**src/rtl/core/inr_pkg.sv**
```systemverilog
package inr_pkg;

    // Field widths of the request and result transactions.
    localparam int ACTION_W = 2;
    localparam int MUT_W    = 3;
    localparam int GENE_W   = 2;
    localparam int NODE_W   = 10;
    localparam int KEY_W    = MUT_W + GENE_W + NODE_W + NODE_W;
    localparam int OUT_NUM_W = 24;
    localparam int STATUS_W = 2;
    localparam int CFG_IDX_W = 2;
    localparam int CFG_DATA_W = 10;

    // Widths of the restart arithmetic: product of two node counts and
    // the base value inputs plus outputs plus one.
    localparam int PROD_W = 2 * NODE_W;
    localparam int BASE_W = NODE_W + 1;
    localparam int SUM_W  = PROD_W + 1;

    // Request action codes. Any code with bit 1 set is a restart.
    localparam logic [ACTION_W-1:0] ACT_LOOKUP = 2'd0;
    localparam logic [ACTION_W-1:0] ACT_CLEAR  = 2'd1;
    localparam int ACT_RESTART_BIT = 1;

    // Result status codes.
    localparam logic [STATUS_W-1:0] ST_FOUND = 2'd0;
    localparam logic [STATUS_W-1:0] ST_NEW   = 2'd1;
    localparam logic [STATUS_W-1:0] ST_FULL  = 2'd2;
    localparam logic [STATUS_W-1:0] ST_OVF   = 2'd3;

    // Configuration register indexes.
    localparam logic [CFG_IDX_W-1:0] CFG_NUM_IN  = 2'd0;
    localparam logic [CFG_IDX_W-1:0] CFG_NUM_OUT = 2'd1;
    localparam logic [CFG_IDX_W-1:0] CFG_START   = 2'd2;

    // Commands from the controller to the datapath.
    typedef struct packed {
        logic capture;    // latch the key, restart the scan pointer
        logic step;       // issue the next table read
        logic do_hit;     // take the matching entry as the result
        logic do_miss;    // insert, or flag a full table or counter limit
        logic do_clear;   // empty the table, keep the counter
        logic do_mul;     // multiply step of a restart
        logic do_restart; // add-and-saturate step of a restart
        logic load_out;   // move the result into the output register
    } t_dp_cmd;

    // Status from the datapath to the controller.
    typedef struct packed {
        logic hit;
        logic scan_done;
    } t_dp_stat;

endpackage

```
**src/rtl/core/inr_ctrl.sv**
```systemverilog
module inr_ctrl (
    input  logic                          i_clk,
    input  logic                          i_rst_n,
    input  logic                          i_in_valid,
    input  logic [inr_pkg::ACTION_W-1:0]  i_action,
    input  logic                          i_out_stall,
    input  inr_pkg::t_dp_stat             i_stat,
    output logic                          o_in_stall,
    output logic                          o_out_valid,
    output inr_pkg::t_dp_cmd              o_cmd
);
    import inr_pkg::*;

    typedef enum logic [2:0] {
        S_IDLE,
        S_SCAN,
        S_MUL,
        S_SUM,
        S_DONE
    } t_state;

    t_state   r_state, n_state;
    logic     r_out_valid, n_out_valid;
    t_dp_cmd  w_cmd;
    logic     w_out_free;

    assign w_out_free = !r_out_valid || !i_out_stall;

    always_comb begin
        n_state     = r_state;
        n_out_valid = r_out_valid;
        w_cmd       = '0;
        if (r_out_valid && !i_out_stall) begin
            n_out_valid = 1'b0;
        end
        case (r_state)
            S_IDLE: begin
                if (i_in_valid) begin
                    w_cmd.capture = 1'b1;
                    if (i_action[ACT_RESTART_BIT]) begin
                        n_state = S_MUL;
                    end else if (i_action == ACT_CLEAR) begin
                        w_cmd.do_clear = 1'b1;
                        n_state = S_DONE;
                    end else begin
                        n_state = S_SCAN;
                    end
                end
            end
            S_SCAN: begin
                if (i_stat.hit) begin
                    w_cmd.do_hit = 1'b1;
                    n_state = S_DONE;
                end else if (i_stat.scan_done) begin
                    w_cmd.do_miss = 1'b1;
                    n_state = S_DONE;
                end else begin
                    w_cmd.step = 1'b1;
                end
            end
            S_MUL: begin
                w_cmd.do_mul = 1'b1;
                n_state = S_SUM;
            end
            S_SUM: begin
                w_cmd.do_restart = 1'b1;
                n_state = S_DONE;
            end
            S_DONE: begin
                if (w_out_free) begin
                    w_cmd.load_out = 1'b1;
                    n_out_valid = 1'b1;
                    n_state = S_IDLE;
                end
            end
            default: begin
                n_state = S_IDLE;
            end
        endcase
    end

    always_ff @(posedge i_clk) begin
        if (!i_rst_n) begin
            r_state     <= S_IDLE;
            r_out_valid <= 1'b0;
        end else begin
            r_state     <= n_state;
            r_out_valid <= n_out_valid;
        end
    end

    assign o_in_stall  = (r_state != S_IDLE);
    assign o_out_valid = r_out_valid;
    assign o_cmd       = w_cmd;

endmodule

```
**src/rtl/core/inr_dpath.sv**
```systemverilog
module inr_dpath #(
    parameter int TABLE_DEPTH = 64,
    parameter int NUMBER_BITS = 24
) (
    input  logic                            i_clk,
    input  logic                            i_rst_n,
    input  logic                            i_cfg_we,
    input  logic [inr_pkg::CFG_IDX_W-1:0]   i_cfg_index,
    input  logic [inr_pkg::CFG_DATA_W-1:0]  i_cfg_data,
    input  logic [inr_pkg::MUT_W-1:0]       i_mutation_kind,
    input  logic [inr_pkg::GENE_W-1:0]      i_gene_kind,
    input  logic [inr_pkg::NODE_W-1:0]      i_source_node,
    input  logic [inr_pkg::NODE_W-1:0]      i_target_node,
    input  inr_pkg::t_dp_cmd                i_cmd,
    output inr_pkg::t_dp_stat               o_stat,
    output logic [inr_pkg::OUT_NUM_W-1:0]   o_innovation_number,
    output logic [inr_pkg::STATUS_W-1:0]    o_status
);
    import inr_pkg::*;

    localparam int AW = $clog2(TABLE_DEPTH);
    localparam int CW = $clog2(TABLE_DEPTH + 1);
    localparam int EW = KEY_W + NUMBER_BITS;
    localparam logic [CW-1:0] DEPTH_C = CW'(TABLE_DEPTH);
    localparam logic [31:0] MAX32 = (32'd1 << NUMBER_BITS) - 32'd1;

    // Configuration registers.
    logic [NODE_W-1:0] r_num_in, r_num_out;
    logic              r_start;

    // Table memory: key in the upper bits, number in the lower bits.
    logic [EW-1:0]     r_mem [TABLE_DEPTH];
    logic [EW-1:0]     r_rd_data;
    logic              r_rd_vld;

    logic [CW-1:0]     r_count;
    logic [CW-1:0]     r_scan_idx;
    logic [NUMBER_BITS-1:0] r_next;
    logic [KEY_W-1:0]  r_key;

    logic [PROD_W-1:0] r_prod;
    logic [BASE_W-1:0] r_base;

    logic [NUMBER_BITS-1:0] r_res_num;
    logic [STATUS_W-1:0]    r_res_st;
    logic [OUT_NUM_W-1:0]   r_out_num;
    logic [STATUS_W-1:0]    r_out_st;

    logic              w_hit;
    logic              w_full;
    logic              w_at_max;
    logic              w_insert;
    logic              w_rd_en;
    logic [SUM_W-1:0]  w_sum;
    logic [31:0]       w_sum32;
    logic [NUMBER_BITS-1:0] w_restart_val;
    logic [31:0]       w_res32;

    assign w_hit    = r_rd_vld && (r_rd_data[EW-1 -: KEY_W] == r_key);
    assign w_full   = (r_count == DEPTH_C);
    assign w_at_max = (r_next == '1);
    assign w_insert = i_cmd.do_miss && !w_full && !w_at_max;
    assign w_rd_en  = i_cmd.step && (r_scan_idx < r_count);

    assign o_stat.hit       = w_hit;
    assign o_stat.scan_done = !r_rd_vld && (r_scan_idx == r_count);

    // Restart value with saturation at the counter limit.
    assign w_sum   = SUM_W'(r_prod) + SUM_W'(r_base);
    assign w_sum32 = 32'(w_sum);
    assign w_restart_val = (w_sum32 > MAX32) ? '1 : w_sum32[NUMBER_BITS-1:0];

    assign w_res32 = 32'(r_res_num);

    always_ff @(posedge i_clk) begin
        if (!i_rst_n) begin
            r_num_in  <= '0;
            r_num_out <= '0;
            r_start   <= 1'b0;
        end else if (i_cfg_we) begin
            case (i_cfg_index)
                CFG_NUM_IN:  r_num_in  <= i_cfg_data;
                CFG_NUM_OUT: r_num_out <= i_cfg_data;
                CFG_START:   r_start   <= i_cfg_data[0];
                default: ;
            endcase
        end
    end

    always_ff @(posedge i_clk) begin
        if (w_insert) begin
            r_mem[r_count[AW-1:0]] <= {r_key, r_next};
        end
        if (w_rd_en) begin
            r_rd_data <= r_mem[r_scan_idx[AW-1:0]];
        end
    end

    always_ff @(posedge i_clk) begin
        if (!i_rst_n) begin
            r_count    <= '0;
            r_scan_idx <= '0;
            r_rd_vld   <= 1'b0;
            r_next     <= '0;
        end else begin
            if (i_cmd.capture) begin
                r_scan_idx <= '0;
                r_rd_vld   <= 1'b0;
            end else if (i_cmd.step) begin
                r_rd_vld <= w_rd_en;
                if (w_rd_en) begin
                    r_scan_idx <= r_scan_idx + CW'(1);
                end
            end
            if (i_cmd.do_clear) begin
                r_count <= '0;
            end else if (i_cmd.do_restart) begin
                r_count <= '0;
                r_next  <= w_restart_val;
            end else if (w_insert) begin
                r_count <= r_count + CW'(1);
                r_next  <= r_next + NUMBER_BITS'(1);
            end
        end
    end

    always_ff @(posedge i_clk) begin
        if (i_cmd.capture) begin
            r_key <= {i_mutation_kind, i_gene_kind, i_source_node, i_target_node};
        end
        if (i_cmd.do_mul) begin
            r_prod <= r_start ? (PROD_W'(r_num_in) * PROD_W'(r_num_out)) : '0;
            r_base <= BASE_W'(r_num_in) + BASE_W'(r_num_out) + BASE_W'(1);
        end
        if (i_cmd.do_hit) begin
            r_res_num <= r_rd_data[NUMBER_BITS-1:0];
            r_res_st  <= ST_FOUND;
        end else if (i_cmd.do_miss) begin
            if (w_full) begin
                r_res_num <= '0;
                r_res_st  <= ST_FULL;
            end else if (w_at_max) begin
                r_res_num <= '0;
                r_res_st  <= ST_OVF;
            end else begin
                r_res_num <= r_next;
                r_res_st  <= ST_NEW;
            end
        end else if (i_cmd.do_clear) begin
            r_res_num <= r_next;
            r_res_st  <= ST_NEW;
        end else if (i_cmd.do_restart) begin
            r_res_num <= w_restart_val;
            r_res_st  <= ST_NEW;
        end
        if (i_cmd.load_out) begin
            r_out_num <= w_res32[OUT_NUM_W-1:0];
            r_out_st  <= r_res_st;
        end
    end

    assign o_innovation_number = r_out_num;
    assign o_status            = r_out_st;

`ifndef NO_ASSERTIONS
    a_count_bound: assert property (@(posedge i_clk) disable iff (!i_rst_n)
        r_count <= DEPTH_C) else $error("entry count beyond table depth");

    a_scan_bound: assert property (@(posedge i_clk) disable iff (!i_rst_n)
        r_scan_idx <= r_count) else $error("scan pointer beyond entry count");

    a_miss_no_hit: assert property (@(posedge i_clk) disable iff (!i_rst_n)
        i_cmd.do_miss |-> !w_hit) else $error("miss taken while an entry matches");

    a_insert_grows: assert property (@(posedge i_clk) disable iff (!i_rst_n)
        w_insert |=> (r_count == $past(r_count) + CW'(1)))
        else $error("insert did not advance the entry count");
`endif

endmodule

```
**src/rtl/core/innovation_number_registry.sv**
```systemverilog
// A lookup walks the table in a linear scan, one entry per cycle, through the table
// memory read port. A clear needs no scan; a restart multiplies, then adds and saturates.
// Throughput: one request at a time; the next request is accepted as soon as the
// previous result sits in the output register, even if that result is still stalled.
// Reset: synchronous active low; empties the table, zeroes the counter and config.
module innovation_number_registry #(
    parameter int TABLE_DEPTH = 64,
    parameter int NUMBER_BITS = 24
) (
    input  logic                            i_clk,
    input  logic                            i_rst_n,
    // Configuration write port.
    input  logic                            i_cfg_we,
    input  logic [inr_pkg::CFG_IDX_W-1:0]   i_cfg_index,
    input  logic [inr_pkg::CFG_DATA_W-1:0]  i_cfg_data,
    // Request channel.
    input  logic                            i_in_valid,
    output logic                            o_in_stall,
    input  logic [inr_pkg::ACTION_W-1:0]    i_action,
    input  logic [inr_pkg::MUT_W-1:0]       i_mutation_kind,
    input  logic [inr_pkg::GENE_W-1:0]      i_gene_kind,
    input  logic [inr_pkg::NODE_W-1:0]      i_source_node,
    input  logic [inr_pkg::NODE_W-1:0]      i_target_node,
    // Result channel.
    output logic                            o_out_valid,
    input  logic                            i_out_stall,
    output logic [inr_pkg::OUT_NUM_W-1:0]   o_innovation_number,
    output logic [inr_pkg::STATUS_W-1:0]    o_status
);
    import inr_pkg::*;

    // The controller sequences each transaction: it accepts a request only
    // when idle, walks the table with the datapath one entry per cycle, and
    // hands the finished result to the output register once that register
    // is free. The datapath owns the table memory, the entry count, the
    // running counter, the restart arithmetic and the result registers.
    t_dp_cmd  w_cmd;
    t_dp_stat w_stat;

    inr_ctrl u_ctrl (
        .i_clk       (i_clk),
        .i_rst_n     (i_rst_n),
        .i_in_valid  (i_in_valid),
        .i_action    (i_action),
        .i_out_stall (i_out_stall),
        .i_stat      (w_stat),
        .o_in_stall  (o_in_stall),
        .o_out_valid (o_out_valid),
        .o_cmd       (w_cmd)
    );

    // The table is searched in insertion order; a miss appends the key at
    // the entry count with the current counter value, unless the table is
    // full or the counter has reached its maximum.
    inr_dpath #(
        .TABLE_DEPTH (TABLE_DEPTH),
        .NUMBER_BITS (NUMBER_BITS)
    ) u_dpath (
        .i_clk               (i_clk),
        .i_rst_n             (i_rst_n),
        .i_cfg_we            (i_cfg_we),
        .i_cfg_index         (i_cfg_index),
        .i_cfg_data          (i_cfg_data),
        .i_mutation_kind     (i_mutation_kind),
        .i_gene_kind         (i_gene_kind),
        .i_source_node       (i_source_node),
        .i_target_node       (i_target_node),
        .i_cmd               (w_cmd),
        .o_stat              (w_stat),
        .o_innovation_number (o_innovation_number),
        .o_status            (o_status)
    );

endmodule

```
**config.mk**
```make
export PLATFORM = sky130hd
export DESIGN_NAME = innovation_number_registry
export DESIGN_NICKNAME = d
export VERILOG_FILES = /design/src/rtl/core/inr_pkg.sv /design/src/rtl/core/inr_ctrl.sv /design/src/rtl/core/inr_dpath.sv /design/src/rtl/core/innovation_number_registry.sv
export SDC_FILE = /design/constraint.sdc
export NUM_CORES = 2
export LEC_CHECK = 0
export BUFFER_PORTS_ARGS = -buffer_cell sky130_fd_sc_hd__buf_2
export CAP_MARGIN = 15
export CORE_UTILIZATION = 50
export CTS_BUF_LIST = sky130_fd_sc_hd__clkbuf_8
export CTS_CLUSTER_SIZE = 28
export DETAILED_ROUTE_END_ITERATION = 6
export HOLD_SLACK_MARGIN = 0.06
export PLACE_DENSITY = 0.65
export SKIP_LAST_GASP = 1
export SYNTH_ARGS = -nofsm -noshare
export SYNTH_HDL_FRONTEND = slang
export SYNTH_SLANG_ARGS = --single-unit
```
**constraint.sdc**
```tcl
create_clock -name i_clk -period 9.7 [get_ports i_clk]
set_input_delay 1.94 -clock i_clk [delete_from_list [all_inputs] [get_ports i_clk]]
set_output_delay 1.94 -clock i_clk [all_outputs]
set_load 0.01 [all_outputs]
```
==> After elaboration in Yosys (flattened, before gate mapping) <==
Memory sizes are Yosys's and may differ from the RTL's. A register that Yosys moved wholly into a read port is not among the register bits.
Index checks and enable logic that the tools add are counted.
{ "totals": {"regBits": 172, "latchBits": 0, "mem_bits_rw": 3136, "rom_bits": 0, "inputBits": 44, "output_inout_bits": 28, "elab_cells": 110, "n_memories": 1} }
{ "classes": {"n_addsub": 6, "multipliers": 1, "div": 0, "n_lt_le_gt_ge": 2, "eq_ne": 14, "shifts": 0, "mux": 42, "n_bitwise": 2, "reduce_logical": 26} }
{ "mem_list": {"columns": ["memory", "words", "word_bits", "read_ports", "rd_ports_with_merged_regs", "wr", "line", "rtl"], "rows": [
  ["u_dpath.r_mem", 64, 49, 1, 1, 1, "inr_dpath.sv:32", "logic [EW-1:0] r_mem [TABLE_DEPTH];"]
]} }
{ "op_table": {"columns": ["cell", "count"], "rows": [
  ["24-bit two-way mux", 9],
  ["25-bit equality test", 1],
  ["24-bit by 1-bit adder with 24-bit output (second input constant)", 1],
  ["24-bit equality test (second input constant)", 1],
  ["21-bit by 24-bit greater-than comparator with 1-bit output (second input constant)", 1],
  ["20-bit by 11-bit adder with 21-bit output", 1],
  ["3-bit two-way mux", 7],
  ["10-bit by 10-bit multiplier with 20-bit output", 1],
  ["1-bit two-way mux", 20],
  ["3-bit case mux with 5 select lines", 1],
  ["7-bit by 1-bit adder with 7-bit output (second input constant)", 2],
  ["10-bit by 10-bit adder with 11-bit output", 1],
  ["11-bit by 1-bit adder with 11-bit output (second input constant)", 1],
  ["2-bit two-way mux", 5],
  ["2-bit AND reduction", 5],
  ["7-bit equality test", 1],
  ["7-bit equality test (second input constant)", 1],
  ["7-bit less-than comparator", 1],
  ["3-bit by 2-bit equality test with 1-bit output (second input constant)", 2],
  ["1-bit logical AND", 6],
  ["3-bit nonzero test", 2],
  ["1-bit logical NOT", 5],
  ["2-bit by 1-bit equality test with 1-bit output (second input constant)", 2],
  ["4-bit nonzero test", 1],
  ["14 further kinds", 15]
]} }

==> Longest topological paths before layout <==
{ "depth": {"word_depth": 9, "ltp_mapped": 20, "depth_no_buf": 20} }

==> Cells and area by module <==
From an unflattened synthesis, not the netlist that was laid out.
{ "hier_totals": {"cells_unflattened": 5883, "hier_area_um2": 132056.7} }
{ "by_module_without_submodules": {"columns": ["module", "instances", "cells_each", "area_per_inst_um2", "seq_area_each_um2"], "rows": [
  ["inr_dpath", 1, 5852, 131801.4, 100066.0],
  ["inr_ctrl", 1, 31, 255.2, 80.1]
]} }

==> Least setup slack after synthesis <==
OpenSTA, ideal clock, no wires.
{ "synth_timing": {"path_type": "register -> register", "start": "register u_dpath.r_scan_idx[0]", "end": "memory u_dpath.r_mem[11][0] (netlist name) (enable)", "setup_time_ps": 456, "arrival_ps": 4858, "required_time_ps": 9244, "slack_ps": 4386, "path_stages_with_launch": 13, "path_buffers": 4, "synth_period_minus_slack_ps": 5314, "path_cell_list": "dfxtp_1 > clkbuf_1 > buf_2 > clkbuf_1 > buf_2 > inv_1 > ha_1 > nand4_1 > or4_1 > a31oi_1 > and3_1 > nand3_1 > nor2_1"} }
{ "synth_between": {"elab_chain_cells": 9} }
{ "synth_lines": {"columns": ["item", "line", "rtl"], "rows": [
  ["start, declared", "inr_dpath.sv:37", "logic [CW-1:0] r_scan_idx;"],
  ["start signal, assigned", "inr_dpath.sv:112", "r_scan_idx <= r_scan_idx + CW'(1);"],
  ["7-bit equality test", "inr_dpath.sv:66", "assign o_stat.scan_done = !r_rd_vld && (r_scan_idx == r_count);"],
  ["1-bit logical AND", "inr_dpath.sv:66", null],
  ["1-bit two-way mux", "inr_ctrl.sv:54", "end else if (i_stat.scan_done) begin"],
  ["1-bit two-way mux", "inr_ctrl.sv:51", "if (i_stat.hit) begin"],
  ["3-bit two-way mux", "inr_ctrl.sv:36", "case (r_state)"],
  ["1-bit logical AND (2 in series)", "inr_dpath.sv:62", "assign w_insert = i_cmd.do_miss && !w_full && !w_at_max;"],
  ["1-bit two-way mux", "inr_dpath.sv:91", "if (w_insert) begin"],
  ["1-bit two-way mux (implied by the code)", "inr_dpath.sv:92", "r_mem[r_count[AW-1:0]] <= {r_key, r_next};"],
  ["end, declared", "inr_dpath.sv:32", null]
]} }
Every way passes these cells.

==> Final worst setup path <==
{ "layout_timing": {"start": "register u_dpath.r_scan_idx[0]", "end": "memory u_dpath.r_mem[29][1] (netlist name) (enable)"} }
The elaborated chain is that of the path after synthesis.

==> results.txt <==
----------------------------------------------------
[Clock tree]
  CTS H-Tree Depth ... 6
  Insertion delay to the later sink of the worst-skew pair ... just over 1 ns
  Max clock buf depth ... 4
  Clock tree from TritonCTS ... done
  Clock slew seen by the registers of the worst setup and hold paths ... 0.06 ns
  Clock buffers created by TritonCTS ... about 550
  CTS sink cnt ... about 3400
  Clock tree root driver cell ... clkbuf_8
  Post-CTS setup buffer count ... 0
  # hold bufs at CTS ... 0
  PostCTS Resize Cnt ... 0

[Global route]
  Largest net degree at the start of global routing ... ~160
  Total congestion overflow ... 0
  Number of global-route vias before repair ... 64250
  Total GRT Usage ... between 20% and 30%
  Wire length of the first global-routing pass ... around 470000 microns
  Initial antenna violation count ... 14

[Synth]
  Avg Synthesized Cell Area ... 23.24 sq um
  #FFs+latches synth ... between 3000 and 4000
  XOR/XNOR Fraction of Synth Area ... 0.6307%
  Dominant register cell in the synthesized netlist ... edfxtp_1
  Top area cells in the synthesized netlist ... edfxtp_1 (75%), mux4_2 (18%), dfxtp_1 (1.0%), fa_1 (0.97%), ha_1 (0.83%)
  Share of flip-flops with an asynchronous set or reset ... 0%
  Number of unique standard cell types used by synthesis ... 76
  Post-synthesis instance area ... 131900 sq um
  YS warnings ... 0
  Dominant combinational cell family by area after synthesis ... multiplexers
  Basic-gate share of the synthesized area counting and, or, nand and nor cells ... under 10%
  Synthesized netlist net count ... a little under 6000
  Mux cell area share after synthesis ... approximately 18%
  Number of flops mapped to enable cells by yosys ... approximately 3300
  Area share of fa/ha/maj cells after synthesis ... approximately 1.8%
  Share of the synthesized area in the top cell type ... between 70% and 80%
  Register area share after synthesis ... between 70% and 80%
  Area fraction in compound gates after synthesis ... less than 1%
  Cell count after synthesis ... about 5700
  Largest area contributor in the netlist ... edfxtp_1

[STA]
  Total negative slack for setup checks ... 0 ns
  Setup Viol. Count Final ... 0
  Final clock period utilization by the worst path ... roughly three fifths
  Worst clock skew on the final layout ... approximately 0.067 ns
  Actual slew at the worst max-slew pin ... between 1 and 1.5 ns
  Hold slack ... 0.4130 ns
  Fin crit period ... between 5 and 6 ns
  RSZ-0062 raised after global routing ... no
  Hold violation count in the final report ... 0
  Crit path setup slack, layout ... between 3 and 4 ns
  Worst rel slew slack ... 16.59%
  Max-slew violation total from the final report ... 0
  F_max ... 0.1708 GHz

[Finish]
  Count of filler cells inserted in the layout ... around 19000
  Most common library cell in the layout ignoring fill and taps ... edfxtp_1
  Synthesis-to-finish area growth ... 11.63%
  Most used cells in the layout excluding fill and tap cells ... edfxtp_1 (3291), mux4_2 (1029), clkbuf_8 (563)
  Proportion of layout cells with a drive suffix above 1 ... ~31%
  Final nets ... 6387

[Detailed routing]
  Via total after detailed routing ... roughly 63000
  Via density per instance ... 6.270
  Post-detailed-route count of antenna-violating nets ... 0
  Aggregate routed wire length ... approximately 330000 microns
  Average wire per cell in the routed design ... roughly 33 microns
  Number of DRC violations after detailed routing ... 0
  Initial drt markers ... about 8500
  DR pass1 iterations ... 5

[Power and ir drop]
  Power share of the combinational group ... 1.9%
  Worst ir drop on vdd ... 0.1511 mV
  Proportion of power drawn by the clock network ... 40.4%
  Switching Power ... between 0.005 and 0.006 W
  P_leak ... 47.05 nW
  Internal Power ... between 0.02 and 0.025 W
  Sequential share of power ... 57.7%
  Total power ... 0.02773 W
  Power per cell area ... 188.3 nW/um^2
  Fraction of power spent switching nets ... between 20% and 30%

[Placement]
  DP Worst Slack ... around 3.9 ns
  Number of port buffers ... 71
  Final weighted congestion of routability-driven global placement ... between 0.8 and 0.9
  Detailed placement HPWL ... about 170000 microns

[Floorplanning]
  Area of the core ... 262300 sq um
  Initial core utilization ... around 50%
  Die outline width ... 515.7 microns
  Placement row count ... ~190
  I/O pin count ... just over 70
  Area of the die ... 265900 sq um
  Die Height ... between 500 and 600 microns

[Setup path]
  Critical path data arrival time ... 6.46 ns
  Required time reported for the critical path endpoint ... around 10 ns
  Destination of the worst register-to-register timing path ... u_dpath.r_mem[29][1]$_DFFE_PP_
  Startpoint of the worst-slack reg-to-reg timing path ... u_dpath.r_scan_idx[0]$_SDFFE_PP0P_
  Kind of start point of the critical path ... register
  Category of the worst setup path capture point ... register
  Worst Setup Path Type ... reg -> reg
  Worst reg2reg setup slack ... roughly 3.8 ns
  Count of cells along the worst register-to-register path ... 8
  Largest fanout on the critical path ... 50

[Min path]
  Worst min path class ... reg -> reg
  Startpoint of the worst hold path ... u_dpath.r_res_num[17]$_DFFE_PP_
  Cells on Worst Hold Path ... 0
  Worst-case hold path end point ... u_dpath.o_innovation_number[17]$_DFFE_PP_

[Run status]
  Outcome ... finished, final reports clean

[Job]
  Max-capacitance violation count ... 0

----------------------------------------------------
-- synthesized netlist by cell type (all sizes together) (33+ instances only) --
master / instances
inv: 100
dfxtp: 66
nor2: 113
nand2: 104
ha: 88
fa: 64
edfxtp: 3291
mux4: 1029
o21ai: 34
a21oi: 57
nand4: 33
and2: 82
xnor2: 63
buf: 83
clkbuf: 194
-- worst max-delay path by stage --
stage	startpoint	to	slack (ns)	depth (start not counted)
final	u_dpath.r_scan_idx[0]$_SDFFE_PP0P_	u_dpath.r_mem[29][1]$_DFFE_PP_	3.85	8
after global routing	u_dpath.r_scan_idx[0]$_SDFFE_PP0P_	u_dpath.r_mem[29][1]$_DFFE_PP_	3.58	8
after CTS	u_dpath.r_scan_idx[0]$_SDFFE_PP0P_	u_dpath.r_mem[29][5]$_DFFE_PP_	3.87	8
after detailed placement	u_dpath.r_scan_idx[0]$_SDFFE_PP0P_	u_dpath.r_mem[29][14]$_DFFE_PP_	3.88	8
after global placement	u_dpath.r_scan_idx[0]$_SDFFE_PP0P_	u_dpath.r_mem[29][14]$_DFFE_PP_	3.94	8
after floorplan	u_dpath.r_scan_idx[0]$_SDFFE_PP0P_	u_dpath.r_mem[11][0]$_DFFE_PP_	4.39	12
-- critical path, stage by stage (launching register included) --
cell     delay, ns
dfxtp_4       1.05
inv_1         0.21
ha_1          0.39
nand4_1       0.10
or4_1         0.44
a31oi_1       0.48
nand4_1       0.83
nor2_4        1.06
buf_4         0.69
-- layout make-up --
cell class	instances	area, sq um	area share, %
repair buffers	243	1782	1.210
clock buffers	563	7749	5.261
diodes	8	20.02	0.01359
inverters	100	376.6	0.2557
clock inverters	386	2003	1.360
well taps	3515	4398	2.986
multi-input cells	1943	30750	20.88
flip-flops and latches	3357	100200	68.03
-- through the flow --
step                      cell area, sq um  cells  utilization [%]
after floorplan                     131900   5678                -
after global placement              137500   9155            52.41
after detailed placement            137500   9155            52.41
after CTS                           147200  10100            56.13
after global routing                147300  10110            56.15
final                               147300  10120            56.15
-- layer usage --
layer / share of wire [%] / track usage, %
met3: 8.9 / 4.465
met4: 3.0 / 7.672
met5: 0.022 / 0
met2: 48 / 39.00
met1: 40 / 36.61
-- state kept, by name, indices dropped and copies added (netlist names), 11 cells and up --
name,count
u_dpath.r_next,24
u_dpath.r_prod,20
u_dpath.r_base,11
u_dpath.r_mem,3136
u_dpath.r_res_num,24
u_dpath.o_innovation_number,24
u_dpath.r_key,25
u_dpath.r_rd_data,49
-- cell families (layout without fill, tap and decap cells) --
logic type	count (synthesis)	count (layout)
muxes	1055	1055
other	0	8
DFF	3357	3357
adders and majority gates	152	152
buffers and inverters	378	1292
xor gates and xnor gates	95	95
AOI/OAI and AO/OA	172	172
and+or+nand+nor	469	469
-- power groups by stage --
stage	sequential (W)	clock (W)	combinational [W]
detailed placement	0.0163	0	0.000508
floorplan	0.0164	0	0.000194
global route	0.0160	0.0120	0.000553
finish	0.0160	0.0112	0.000515
CTS	0.0160	0.0114	0.000508
global placement	0.0163	0	0.000488
(Power assumes the default switching activity.)
